$ cat src/rtl/mnss_pkg.sv
// ----------------------------------------------------------------------------
// Multi-needle substring search: shared definitions
// Sizes of the needle store and window, derived widths and command codes.
// ----------------------------------------------------------------------------
`default_nettype none

package mnss_pkg;

    // Needle store geometry.
    localparam int NEEDLES = 8;
    localparam int MAX_LEN = 16;

    // Derived widths.
    localparam int NSEL_W = (NEEDLES > 1) ? $clog2(NEEDLES) : 1;
    localparam int CNT_W  = $clog2(NEEDLES + 1);
    localparam int LEN_W  = $clog2(MAX_LEN + 1);
    localparam int IDX_W  = (MAX_LEN > 1) ? $clog2(MAX_LEN) : 1;

    // Fixed field widths.
    localparam int CMD_W    = 2;
    localparam int SLOT_W   = 3;
    localparam int BSLOT_W  = 4;
    localparam int BYTE_W   = 8;
    localparam int PLEN_W   = 5;
    localparam int OFFS_W   = 32;
    localparam int POS_W    = 32;
    localparam int NIU_W    = 4;
    localparam int CHAIN_W  = 8;
    localparam int CFG_IDX_W = 1;

    localparam int S_TDATA_W = 56;
    localparam int M_TDATA_W = 80;

    // Command codes.
    localparam logic [CMD_W-1:0] CMD_RESTART    = 2'd0;
    localparam logic [CMD_W-1:0] CMD_WRITE_BYTE = 2'd1;
    localparam logic [CMD_W-1:0] CMD_SET_LENGTH = 2'd2;
    localparam logic [CMD_W-1:0] CMD_HAYSTACK   = 2'd3;

    // Configuration register indexes.
    localparam logic [CFG_IDX_W-1:0] CFG_NEEDLES_IN_USE = 1'd0;
    localparam logic [CFG_IDX_W-1:0] CFG_CHAIN_TAG      = 1'd1;

endpackage

`default_nettype wire

$ cat src/rtl/mnss_ram.sv
// ----------------------------------------------------------------------------
// Generic single-port-write RAM
// One write port and one read port; read data is registered.
// ----------------------------------------------------------------------------
`default_nettype none

module mnss_ram #(
    parameter int WIDTH = 8,
    parameter int DEPTH = 8
) (
    input  wire                               aclk,
    input  wire                               wr_en,
    input  wire  [$clog2(DEPTH > 1 ? DEPTH : 2)-1:0] wr_addr,
    input  wire  [WIDTH-1:0]                  wr_data,
    input  wire  [$clog2(DEPTH > 1 ? DEPTH : 2)-1:0] rd_addr,
    output logic [WIDTH-1:0]                  rd_data
);

    logic [WIDTH-1:0] mem_reg [DEPTH];

    always_ff @(posedge aclk) begin
        if (wr_en) begin
            mem_reg[wr_addr] <= wr_data;
        end
        rd_data <= mem_reg[rd_addr];
    end

endmodule

`default_nettype wire

$ cat src/rtl/multi_needle_substring_search.sv
// ----------------------------------------------------------------------------
// Multi-needle substring search
// Streams haystack bytes and reports every stored needle that ends at each.
// ----------------------------------------------------------------------------
// Needle bytes, needle lengths and haystack restarts arrive as command words on
// the input stream; command words are taken only while the block is idle. A
// haystack byte enters the window, then each needle in use is read and compared
// in turn (the needle store has a single read port and every needle goes through
// the same shift-and-compare unit), then one match word leaves per match found,
// or the block passes once through its emit state if nothing matched, with
// needles_in_use counted as at most eight. While a result word waits on the
// output, the block can neither load the next match word nor leave its emit
// state. Matches leave in needle order, the final one of a byte with tlast set.
// The final match word of a byte may wait on the output while the next input
// word is taken.
`default_nettype none

module multi_needle_substring_search (
    input  wire                                aclk,
    input  wire                                aresetn,
    // cmd, needle_slot, byte_slot, byte_value, pattern_length, source_offset
    input  wire  [mnss_pkg::S_TDATA_W-1:0]     s_tdata,
    input  wire                                s_tvalid,
    output logic                               s_tready,
    // match_needle, match_position, match_origin, match_chain
    output logic [mnss_pkg::M_TDATA_W-1:0]     m_tdata,
    output logic                               m_tlast,
    output logic                               m_tvalid,
    input  wire                                m_tready,
    input  wire                                cfg_wr_en,
    input  wire  [mnss_pkg::CFG_IDX_W-1:0]     cfg_index,
    input  wire  [mnss_pkg::CHAIN_W-1:0]       cfg_data
);

    localparam logic [1:0] ST_IDLE = 2'd0;
    localparam logic [1:0] ST_SCAN = 2'd1;
    localparam logic [1:0] ST_EMIT = 2'd2;

    localparam int WIN_BITS = mnss_pkg::MAX_LEN * mnss_pkg::BYTE_W;

    // Input fields.
    logic [mnss_pkg::CMD_W-1:0]   in_cmd;
    logic [mnss_pkg::SLOT_W-1:0]  in_slot;
    logic [mnss_pkg::BSLOT_W-1:0] in_bslot;
    logic [mnss_pkg::BYTE_W-1:0]  in_byte;
    logic [mnss_pkg::PLEN_W-1:0]  in_plen;
    logic [mnss_pkg::OFFS_W-1:0]  in_offset;
    logic                         in_acc;

    assign in_cmd    = s_tdata[1:0];
    assign in_slot   = s_tdata[4:2];
    assign in_bslot  = s_tdata[8:5];
    assign in_byte   = s_tdata[16:9];
    assign in_plen   = s_tdata[21:17];
    assign in_offset = s_tdata[53:22];

    // State.
    logic [1:0]                        state_reg, state_next;
    logic [mnss_pkg::CNT_W-1:0]        ctr_reg, ctr_next;
    logic [mnss_pkg::NEEDLES-1:0]      mask_reg, mask_next;
    logic [mnss_pkg::POS_W-1:0]        count_reg, count_next;
    logic [mnss_pkg::POS_W-1:0]        pos_reg, pos_next;
    logic [mnss_pkg::NIU_W-1:0]        niu_reg;
    logic [mnss_pkg::CHAIN_W-1:0]      chain_reg;
    logic [mnss_pkg::LEN_W-1:0]        len_reg [mnss_pkg::NEEDLES];
    logic [mnss_pkg::MAX_LEN-1:0][mnss_pkg::BYTE_W-1:0] win_reg;
    logic [mnss_pkg::OFFS_W-1:0]       origin_reg [mnss_pkg::MAX_LEN];

    logic                              out_valid_reg, out_valid_next;
    logic [mnss_pkg::SLOT_W-1:0]       out_needle_reg, out_needle_next;
    logic [mnss_pkg::POS_W-1:0]        out_pos_reg, out_pos_next;
    logic [mnss_pkg::OFFS_W-1:0]       out_origin_reg, out_origin_next;
    logic [mnss_pkg::CHAIN_W-1:0]      out_chain_reg, out_chain_next;
    logic                              out_last_reg, out_last_next;

    assign s_tready = (state_reg == ST_IDLE);
    assign in_acc   = s_tvalid && s_tready;

    assign m_tvalid = out_valid_reg;
    assign m_tlast  = out_last_reg;
    assign m_tdata  = {5'd0, out_chain_reg, out_origin_reg, out_pos_reg, out_needle_reg};

    // Needle store: one RAM per byte lane, addressed by needle.
    logic [mnss_pkg::MAX_LEN-1:0]                       lane_we;
    logic [mnss_pkg::MAX_LEN-1:0][mnss_pkg::BYTE_W-1:0] lane_rd;
    logic                                               slot_ok;

    assign slot_ok = (32'(in_slot) < mnss_pkg::NEEDLES);

    for (genvar k = 0; k < mnss_pkg::MAX_LEN; k++) begin : g_lane
        assign lane_we[k] = in_acc && (in_cmd == mnss_pkg::CMD_WRITE_BYTE) && slot_ok
                            && (32'(in_bslot) == k);

        mnss_ram #(
            .WIDTH (mnss_pkg::BYTE_W),
            .DEPTH (mnss_pkg::NEEDLES)
        ) u_lane (
            .aclk    (aclk),
            .wr_en   (lane_we[k]),
            .wr_addr (mnss_pkg::NSEL_W'(in_slot)),
            .wr_data (in_byte),
            .rd_addr (ctr_reg[mnss_pkg::NSEL_W-1:0]),
            .rd_data (lane_rd[k])
        );
    end

    // Needles taking part.
    logic [mnss_pkg::CNT_W-1:0] used;
    assign used = (32'(niu_reg) > mnss_pkg::NEEDLES) ? mnss_pkg::CNT_W'(mnss_pkg::NEEDLES)
                                                     : mnss_pkg::CNT_W'(niu_reg);

    // Lowest pending match.
    logic [mnss_pkg::NSEL_W-1:0]  sel_idx;
    logic [mnss_pkg::NEEDLES-1:0] mask_rest;

    always_comb begin
        sel_idx = '0;
        for (int i = mnss_pkg::NEEDLES - 1; i >= 0; i--) begin
            if (mask_reg[i]) begin
                sel_idx = mnss_pkg::NSEL_W'(i);
            end
        end
        mask_rest = mask_reg;
        mask_rest[sel_idx] = 1'b0;
    end

    // Single length read: the needle being compared while scanning, the needle
    // being reported while emitting.
    logic [mnss_pkg::NSEL_W-1:0] len_ptr;
    logic [mnss_pkg::LEN_W-1:0]  len_rd;
    logic [mnss_pkg::NSEL_W-1:0] cmp_idx;

    assign cmp_idx = mnss_pkg::NSEL_W'(ctr_reg - mnss_pkg::CNT_W'(1));
    assign len_ptr = (state_reg == ST_SCAN) ? cmp_idx : sel_idx;
    assign len_rd  = len_reg[len_ptr];

    // Shared compare unit. The needle is laid out reversed, then shifted so
    // that its last byte lines up with the newest window byte.
    logic [WIN_BITS-1:0]         rev_vec, shifted_vec, win_vec, diff_vec;
    logic [mnss_pkg::LEN_W-1:0]  shift_lanes;
    logic [mnss_pkg::MAX_LEN-1:0] lane_mask;
    logic                        hit;

    assign win_vec     = win_reg;
    assign shift_lanes = mnss_pkg::LEN_W'(mnss_pkg::MAX_LEN) - len_rd;
    assign shifted_vec = rev_vec >> {shift_lanes, 3'b000};
    assign diff_vec    = shifted_vec ^ win_vec;

    always_comb begin
        rev_vec = '0;
        for (int j = 0; j < mnss_pkg::MAX_LEN; j++) begin
            rev_vec[j*mnss_pkg::BYTE_W +: mnss_pkg::BYTE_W] = lane_rd[mnss_pkg::MAX_LEN-1-j];
        end
    end

    always_comb begin
        lane_mask = '0;
        hit       = (len_rd != '0) && (count_reg >= 32'(len_rd));
        for (int j = 0; j < mnss_pkg::MAX_LEN; j++) begin
            lane_mask[j] = (32'(len_rd) > j);
            if (lane_mask[j] && (diff_vec[j*mnss_pkg::BYTE_W +: mnss_pkg::BYTE_W] != '0)) begin
                hit = 1'b0;
            end
        end
    end

    // Sequencer and output register.
    logic can_load;
    assign can_load = !out_valid_reg || m_tready;

    always_comb begin
        state_next      = state_reg;
        ctr_next        = ctr_reg;
        mask_next       = mask_reg;
        count_next      = count_reg;
        pos_next        = pos_reg;
        out_valid_next  = out_valid_reg && !m_tready;
        out_needle_next = out_needle_reg;
        out_pos_next    = out_pos_reg;
        out_origin_next = out_origin_reg;
        out_chain_next  = out_chain_reg;
        out_last_next   = out_last_reg;

        case (state_reg)
            ST_IDLE: begin
                if (in_acc) begin
                    case (in_cmd)
                        mnss_pkg::CMD_RESTART: begin
                            count_next = '0;
                        end
                        mnss_pkg::CMD_HAYSTACK: begin
                            pos_next = count_reg;
                            if (count_reg != '1) begin
                                count_next = count_reg + 32'd1;
                            end
                            ctr_next   = '0;
                            mask_next  = '0;
                            state_next = ST_SCAN;
                        end
                        default: begin
                        end
                    endcase
                end
            end
            ST_SCAN: begin
                // RAM data in this cycle belongs to the previous needle address.
                if ((ctr_reg != '0) && hit) begin
                    mask_next[cmp_idx] = 1'b1;
                end
                if (ctr_reg == used) begin
                    state_next = ST_EMIT;
                end else begin
                    ctr_next = ctr_reg + mnss_pkg::CNT_W'(1);
                end
            end
            ST_EMIT: begin
                if (can_load) begin
                    if (mask_reg != '0) begin
                        out_valid_next  = 1'b1;
                        out_needle_next = mnss_pkg::SLOT_W'(sel_idx);
                        out_pos_next    = pos_reg - 32'(len_rd) + 32'd1;
                        out_origin_next =
                            origin_reg[mnss_pkg::IDX_W'(len_rd - mnss_pkg::LEN_W'(1))];
                        out_chain_next  = chain_reg;
                        out_last_next   = (mask_rest == '0);
                        mask_next       = mask_rest;
                        if (mask_rest == '0) begin
                            state_next = ST_IDLE;
                        end
                    end else begin
                        state_next = ST_IDLE;
                    end
                end
            end
            default: begin
                state_next = ST_IDLE;
            end
        endcase
    end

    always_ff @(posedge aclk) begin
        if (!aresetn) begin
            state_reg     <= ST_IDLE;
            ctr_reg       <= '0;
            mask_reg      <= '0;
            count_reg     <= '0;
            out_valid_reg <= 1'b0;
        end else begin
            state_reg     <= state_next;
            ctr_reg       <= ctr_next;
            mask_reg      <= mask_next;
            count_reg     <= count_next;
            out_valid_reg <= out_valid_next;
        end
        pos_reg        <= pos_next;
        out_needle_reg <= out_needle_next;
        out_pos_reg    <= out_pos_next;
        out_origin_reg <= out_origin_next;
        out_chain_reg  <= out_chain_next;
        out_last_reg   <= out_last_next;
    end

    // Window of recent bytes and their original offsets, newest in lane zero.
    always_ff @(posedge aclk) begin
        if (!aresetn || (in_acc && (in_cmd == mnss_pkg::CMD_RESTART))) begin
            win_reg <= '0;
            for (int i = 0; i < mnss_pkg::MAX_LEN; i++) begin
                origin_reg[i] <= '0;
            end
        end else if (in_acc && (in_cmd == mnss_pkg::CMD_HAYSTACK)) begin
            win_reg[0]    <= in_byte;
            origin_reg[0] <= in_offset;
            for (int i = 1; i < mnss_pkg::MAX_LEN; i++) begin
                win_reg[i]    <= win_reg[i-1];
                origin_reg[i] <= origin_reg[i-1];
            end
        end
    end

    // Needle lengths, saturated to the store width.
    always_ff @(posedge aclk) begin
        if (!aresetn) begin
            for (int i = 0; i < mnss_pkg::NEEDLES; i++) begin
                len_reg[i] <= '0;
            end
        end else if (in_acc && (in_cmd == mnss_pkg::CMD_SET_LENGTH) && slot_ok) begin
            if (32'(in_plen) > mnss_pkg::MAX_LEN) begin
                len_reg[mnss_pkg::NSEL_W'(in_slot)] <= mnss_pkg::LEN_W'(mnss_pkg::MAX_LEN);
            end else begin
                len_reg[mnss_pkg::NSEL_W'(in_slot)] <= mnss_pkg::LEN_W'(in_plen);
            end
        end
    end

    // Configuration registers.
    always_ff @(posedge aclk) begin
        if (!aresetn) begin
            niu_reg   <= '0;
            chain_reg <= '0;
        end else if (cfg_wr_en) begin
            case (cfg_index)
                mnss_pkg::CFG_NEEDLES_IN_USE: niu_reg   <= cfg_data[mnss_pkg::NIU_W-1:0];
                mnss_pkg::CFG_CHAIN_TAG:      chain_reg <= cfg_data;
                default: begin
                end
            endcase
        end
    end

endmodule

`default_nettype wire

$ cat config.mk
export PLATFORM = sky130hd
export DESIGN_NAME = multi_needle_substring_search
export DESIGN_NICKNAME = d
export VERILOG_FILES = /design/src/rtl/mnss_pkg.sv /design/src/rtl/mnss_ram.sv /design/src/rtl/multi_needle_substring_search.sv
export SDC_FILE = /design/constraint.sdc
export NUM_CORES = 2
export LEC_CHECK = 0
export BUFFER_PORTS_ARGS = -buffer_cell sky130_fd_sc_hd__buf_2
export CORE_AREA = 2 2 388 390
export DETAILED_ROUTE_END_ITERATION = 6
export DIE_AREA = 0 0 390 392
export PLACE_DENSITY = 0.79
export RECOVER_POWER = 50
export SLEW_MARGIN = 15
export SYNTH_ARGS = -nofsm -noshare
export SYNTH_HDL_FRONTEND = slang
export SYNTH_HIERARCHICAL = 1
export SYNTH_SLANG_ARGS = --single-unit
$ cat constraint.sdc
create_clock -name aclk -period 17.9 [get_ports aclk]
set_input_delay 2.685 -clock aclk [delete_from_list [all_inputs] [get_ports aclk]]
set_output_delay 2.685 -clock aclk [all_outputs]
set_load 0.1 [all_outputs]
==> summary.md <==
| Metric | Value |
|---|---|
| Status | `finished, violations left` |
| Failing checks | `DRC, capacitance limit, slew limit` |
| Yosys reg bits | `1999` |
| Top-area cell type share of the netlist area | `57.1%` |
| Post-synth ARST share | `0%` |
| Register Area | `0.0569 mm²` |
| Initial core utilization | `59.5%` |
| Area Growth Syn to Fin | `9.62%` |
| Clock sink count | `1999` |
| Vias in the first global route | `49100` |
| H-tree depth | `4` |
| Mapped Area | `0.0885 mm²` |
| Antenna violation net count after detailed routing | `0` |
| Syn_area_per_cell | `15.9 µm²` |
| Synthesis Warnings | `6` |
| CP Max Fanout | `123` |
| Vias per cell | `6.53` |
| # rows | `142` |
| Unrepaired setup endpoints after global routing | `false` |
| Peak Freq | `76.0 MHz` |
| Die ar. | `0.153 mm²` |
| Worst clock skew | `0.0587 ns` |
| Drt pass-1 iters | `7` |
| Post-synth top flop | `edfxtp_1` |
| Die Ht | `392 µm` |
| EDFF count, synth | `1684` |
| CTS Buf Count | `196` |
| Max Cap Violations | `28` |
| Worst slew pin tran | `8.99 ns` |
| Slew Limit Fails | `1797` |
| Period minus WS final | `13.15 ns` |
| Nets | `5750` |
| GRT Total Usage | `26.5%` |
| Die X | `390 µm` |
| Clk buf depth | `3` |
| CP endpoint kind | `flop` |
| Hold-fix buffers at CTS | `0` |
| Final instance area | `0.0970 mm²` |
| CTS resizes | `0` |
| Overall routed net length | `204000 µm` |
| Clock transition at path regs | `0.06 ns` |
| Largest net degree at the start of global routing | `316` |
| Fillers | `9859` |
| Setup Viol. Count Final | `0` |
| CP startpoint kind | `flop` |
| WS Path Type | `reg2reg` |
| Initial antenna violation count | `11` |
| Most frequent CP cell | `clkbuf_1` |
| HP Class | `reg2reg` |
| Routed WL per cell | `26.4 µm` |
| Clock latency on the worst-skew pair | `0.85 ns` |
| CP Cell Sequence | `clkbuf_1 > clkbuf_1 > mux4_1 > mux2_1` |
| Top Ports | `153` |
| Initial drt markers | `5935` |
| Gate Count Post-Synth | `5551` |
| Final Hold Vio Count | `0` |
| Part of the cycle the worst path needs | `73.5%` |
| R2R Setup Slk | `4.75 ns` |
| Placed cell areas | `0.0906 mm²` |
| Setup Buffers After CTS | `0` |
| Slowest-stage cell, CP | `clkbuf_1` |
| Crit-path max cell delay | `6.17 ns` |
| CTS tree | `done` |
| CTS root buf | `clkbuf_16` |
| DRC Markers | `5` |
| GPL Wtd Cong | `0.966` |
| Seq/Total Area, Yosys | `64.2%` |
| Final setup TNS | `0 ns` |
| Largest area contributor in the netlist | `edfxtp_1` |
| # port buffers | `145` |
| Slew margin rel. | `-499%` |
| Area occupied by multi-input gates | `0.0297 mm²` |
| Worst Path Arrival | `13.85 ns` |
| Number of flip-flops under the largest register name | `1024` |
| Total core area | `0.149 mm²` |
| Dpl hpwl | `122000 µm` |
| GR Overflow Total | `0` |
| Post-synth cell types | `93` |
| Layout cell share with drive strength beyond 1 | `13.5%` |
| Worst EP required | `18.60 ns` |
| Top post-synthesis cells by area | `edfxtp_1 57%, dfxtp_1 7.1%, mux4_1 7.1%` |
| First-pass GRT wire length | `306000 µm` |
| Vias | `50600` |
==> path summary, 6_finish.rpt <==
| kind | startpoint | end | cells after the start |
|---|---|---|---|
| max | ctr_reg[0] | g_lane[1].u_lane/rd_data[1] | 4 |
| min | chain_reg[5] | out_chain_reg[5] | 0 |
| max reg2reg | ctr_reg[0] | g_lane[1].u_lane/rd_data[1] | 4 |
| min reg2reg | chain_reg[5] | out_chain_reg[5] | 0 |
==> cells in the mapped netlist, drive strengths merged (11+ instances only) <==
library cell     n
nand2          333
o21ai           77
dfxtp          315
xnor2           66
o32ai           13
a221o           18
or3b            22
a221oi          23
a22oi           13
a2111oi         18
buf            156
nand2b          64
and2           543
mux2           149
ha              53
o21a            16
nor4            17
nand4           20
nor3            79
and3            52
inv             73
or2             11
mux4           489
a22o           121
a31oi           65
nor2b           26
edfxtp        1684
clkbuf         184
a211oi          16
xor2            59
a21oi           69
mux2i          130
o22ai           26
nor2           287
nand3           69
a21o            12
o211ai          20
a21boi          13
==> layout make-up <==
| type | instances | area share (%) |
|---|---|---|
| Sequential cell | 1999 | 58.6 |
| Multi-Input combinational cell | 3142 | 30.6 |
| Clock buffer | 274 | 5.69 |
| Tap cell | 1944 | 2.51 |
| Clock inverter | 96 | 1.14 |
| Timing Repair Buffer | 213 | 1.13 |
| Inverter | 74 | 0.307 |
| Antenna cell | 2 | 0.00516 |
==> cell usage in the layout, fill, tap and decap left out, drive strengths merged, types with 26 or more instances in the layout <==
cell       n
edfxtp  1684
and2     543
mux4     489
clkbuf   384
nand2    333
dfxtp    315
nor2     287
mux2     149
mux2i    130
a22o     121
buf      103
inv       80
nor3      79
o21ai     77
clkinv    75
a21oi     69
nand3     69
xnor2     66
a31oi     65
nand2b    64
xor2      59
ha        53
and3      52
nor2b     26
o22ai     26
==> worst max-delay path: cells and delay by family, from the launching register on <==
family                 cells  cell delay [ns]
buffers and inverters      2             9.18
DFF                        1             2.13
muxes                      2             1.25
==> metal layers <==
metal	global-route usage (%)	up-vias	wire length, µm
met3	4.88	439	16800
met1	37.5	25800	83200
li1	-	22000	-
met5	0	-	55
met2	42.1	2373	97500
met4	8.48	8	6700
==> kinds of logic after synthesis <==
| kind of cell | after synthesis | share of synthesized area, % |
|---|---|---|
| AND/OR/NAND/NOR | 1584 | 9.46 |
| adder cells (fa/ha/maj) | 54 | 0.772 |
| other | 1 | 0.00424 |
| AO/OA/AOI/OAI | 606 | 5.03 |
| XOR/XNOR | 125 | 1.25 |
| buffers and inverters | 414 | 2.40 |
| flip-flops | 1999 | 64.2 |
| multiplexers | 768 | 16.8 |
==> stage by stage <==
step                      util (%)  std cells  hold WS (ns)  setup slack, ns
after floorplan                  -       5555         0.408             2.41
after global placement        60.8       7371         0.411             8.80
after detailed placement      60.9       7371         0.417             8.73
after CTS                     65.3       7741         0.430             8.69
after global routing          65.2       7743         0.444             4.11
final                         65.2       7744         0.435             4.75
Power is not shown: default switching activity piles up to over one toggle a cycle in this logic, so the estimate is an artifact.
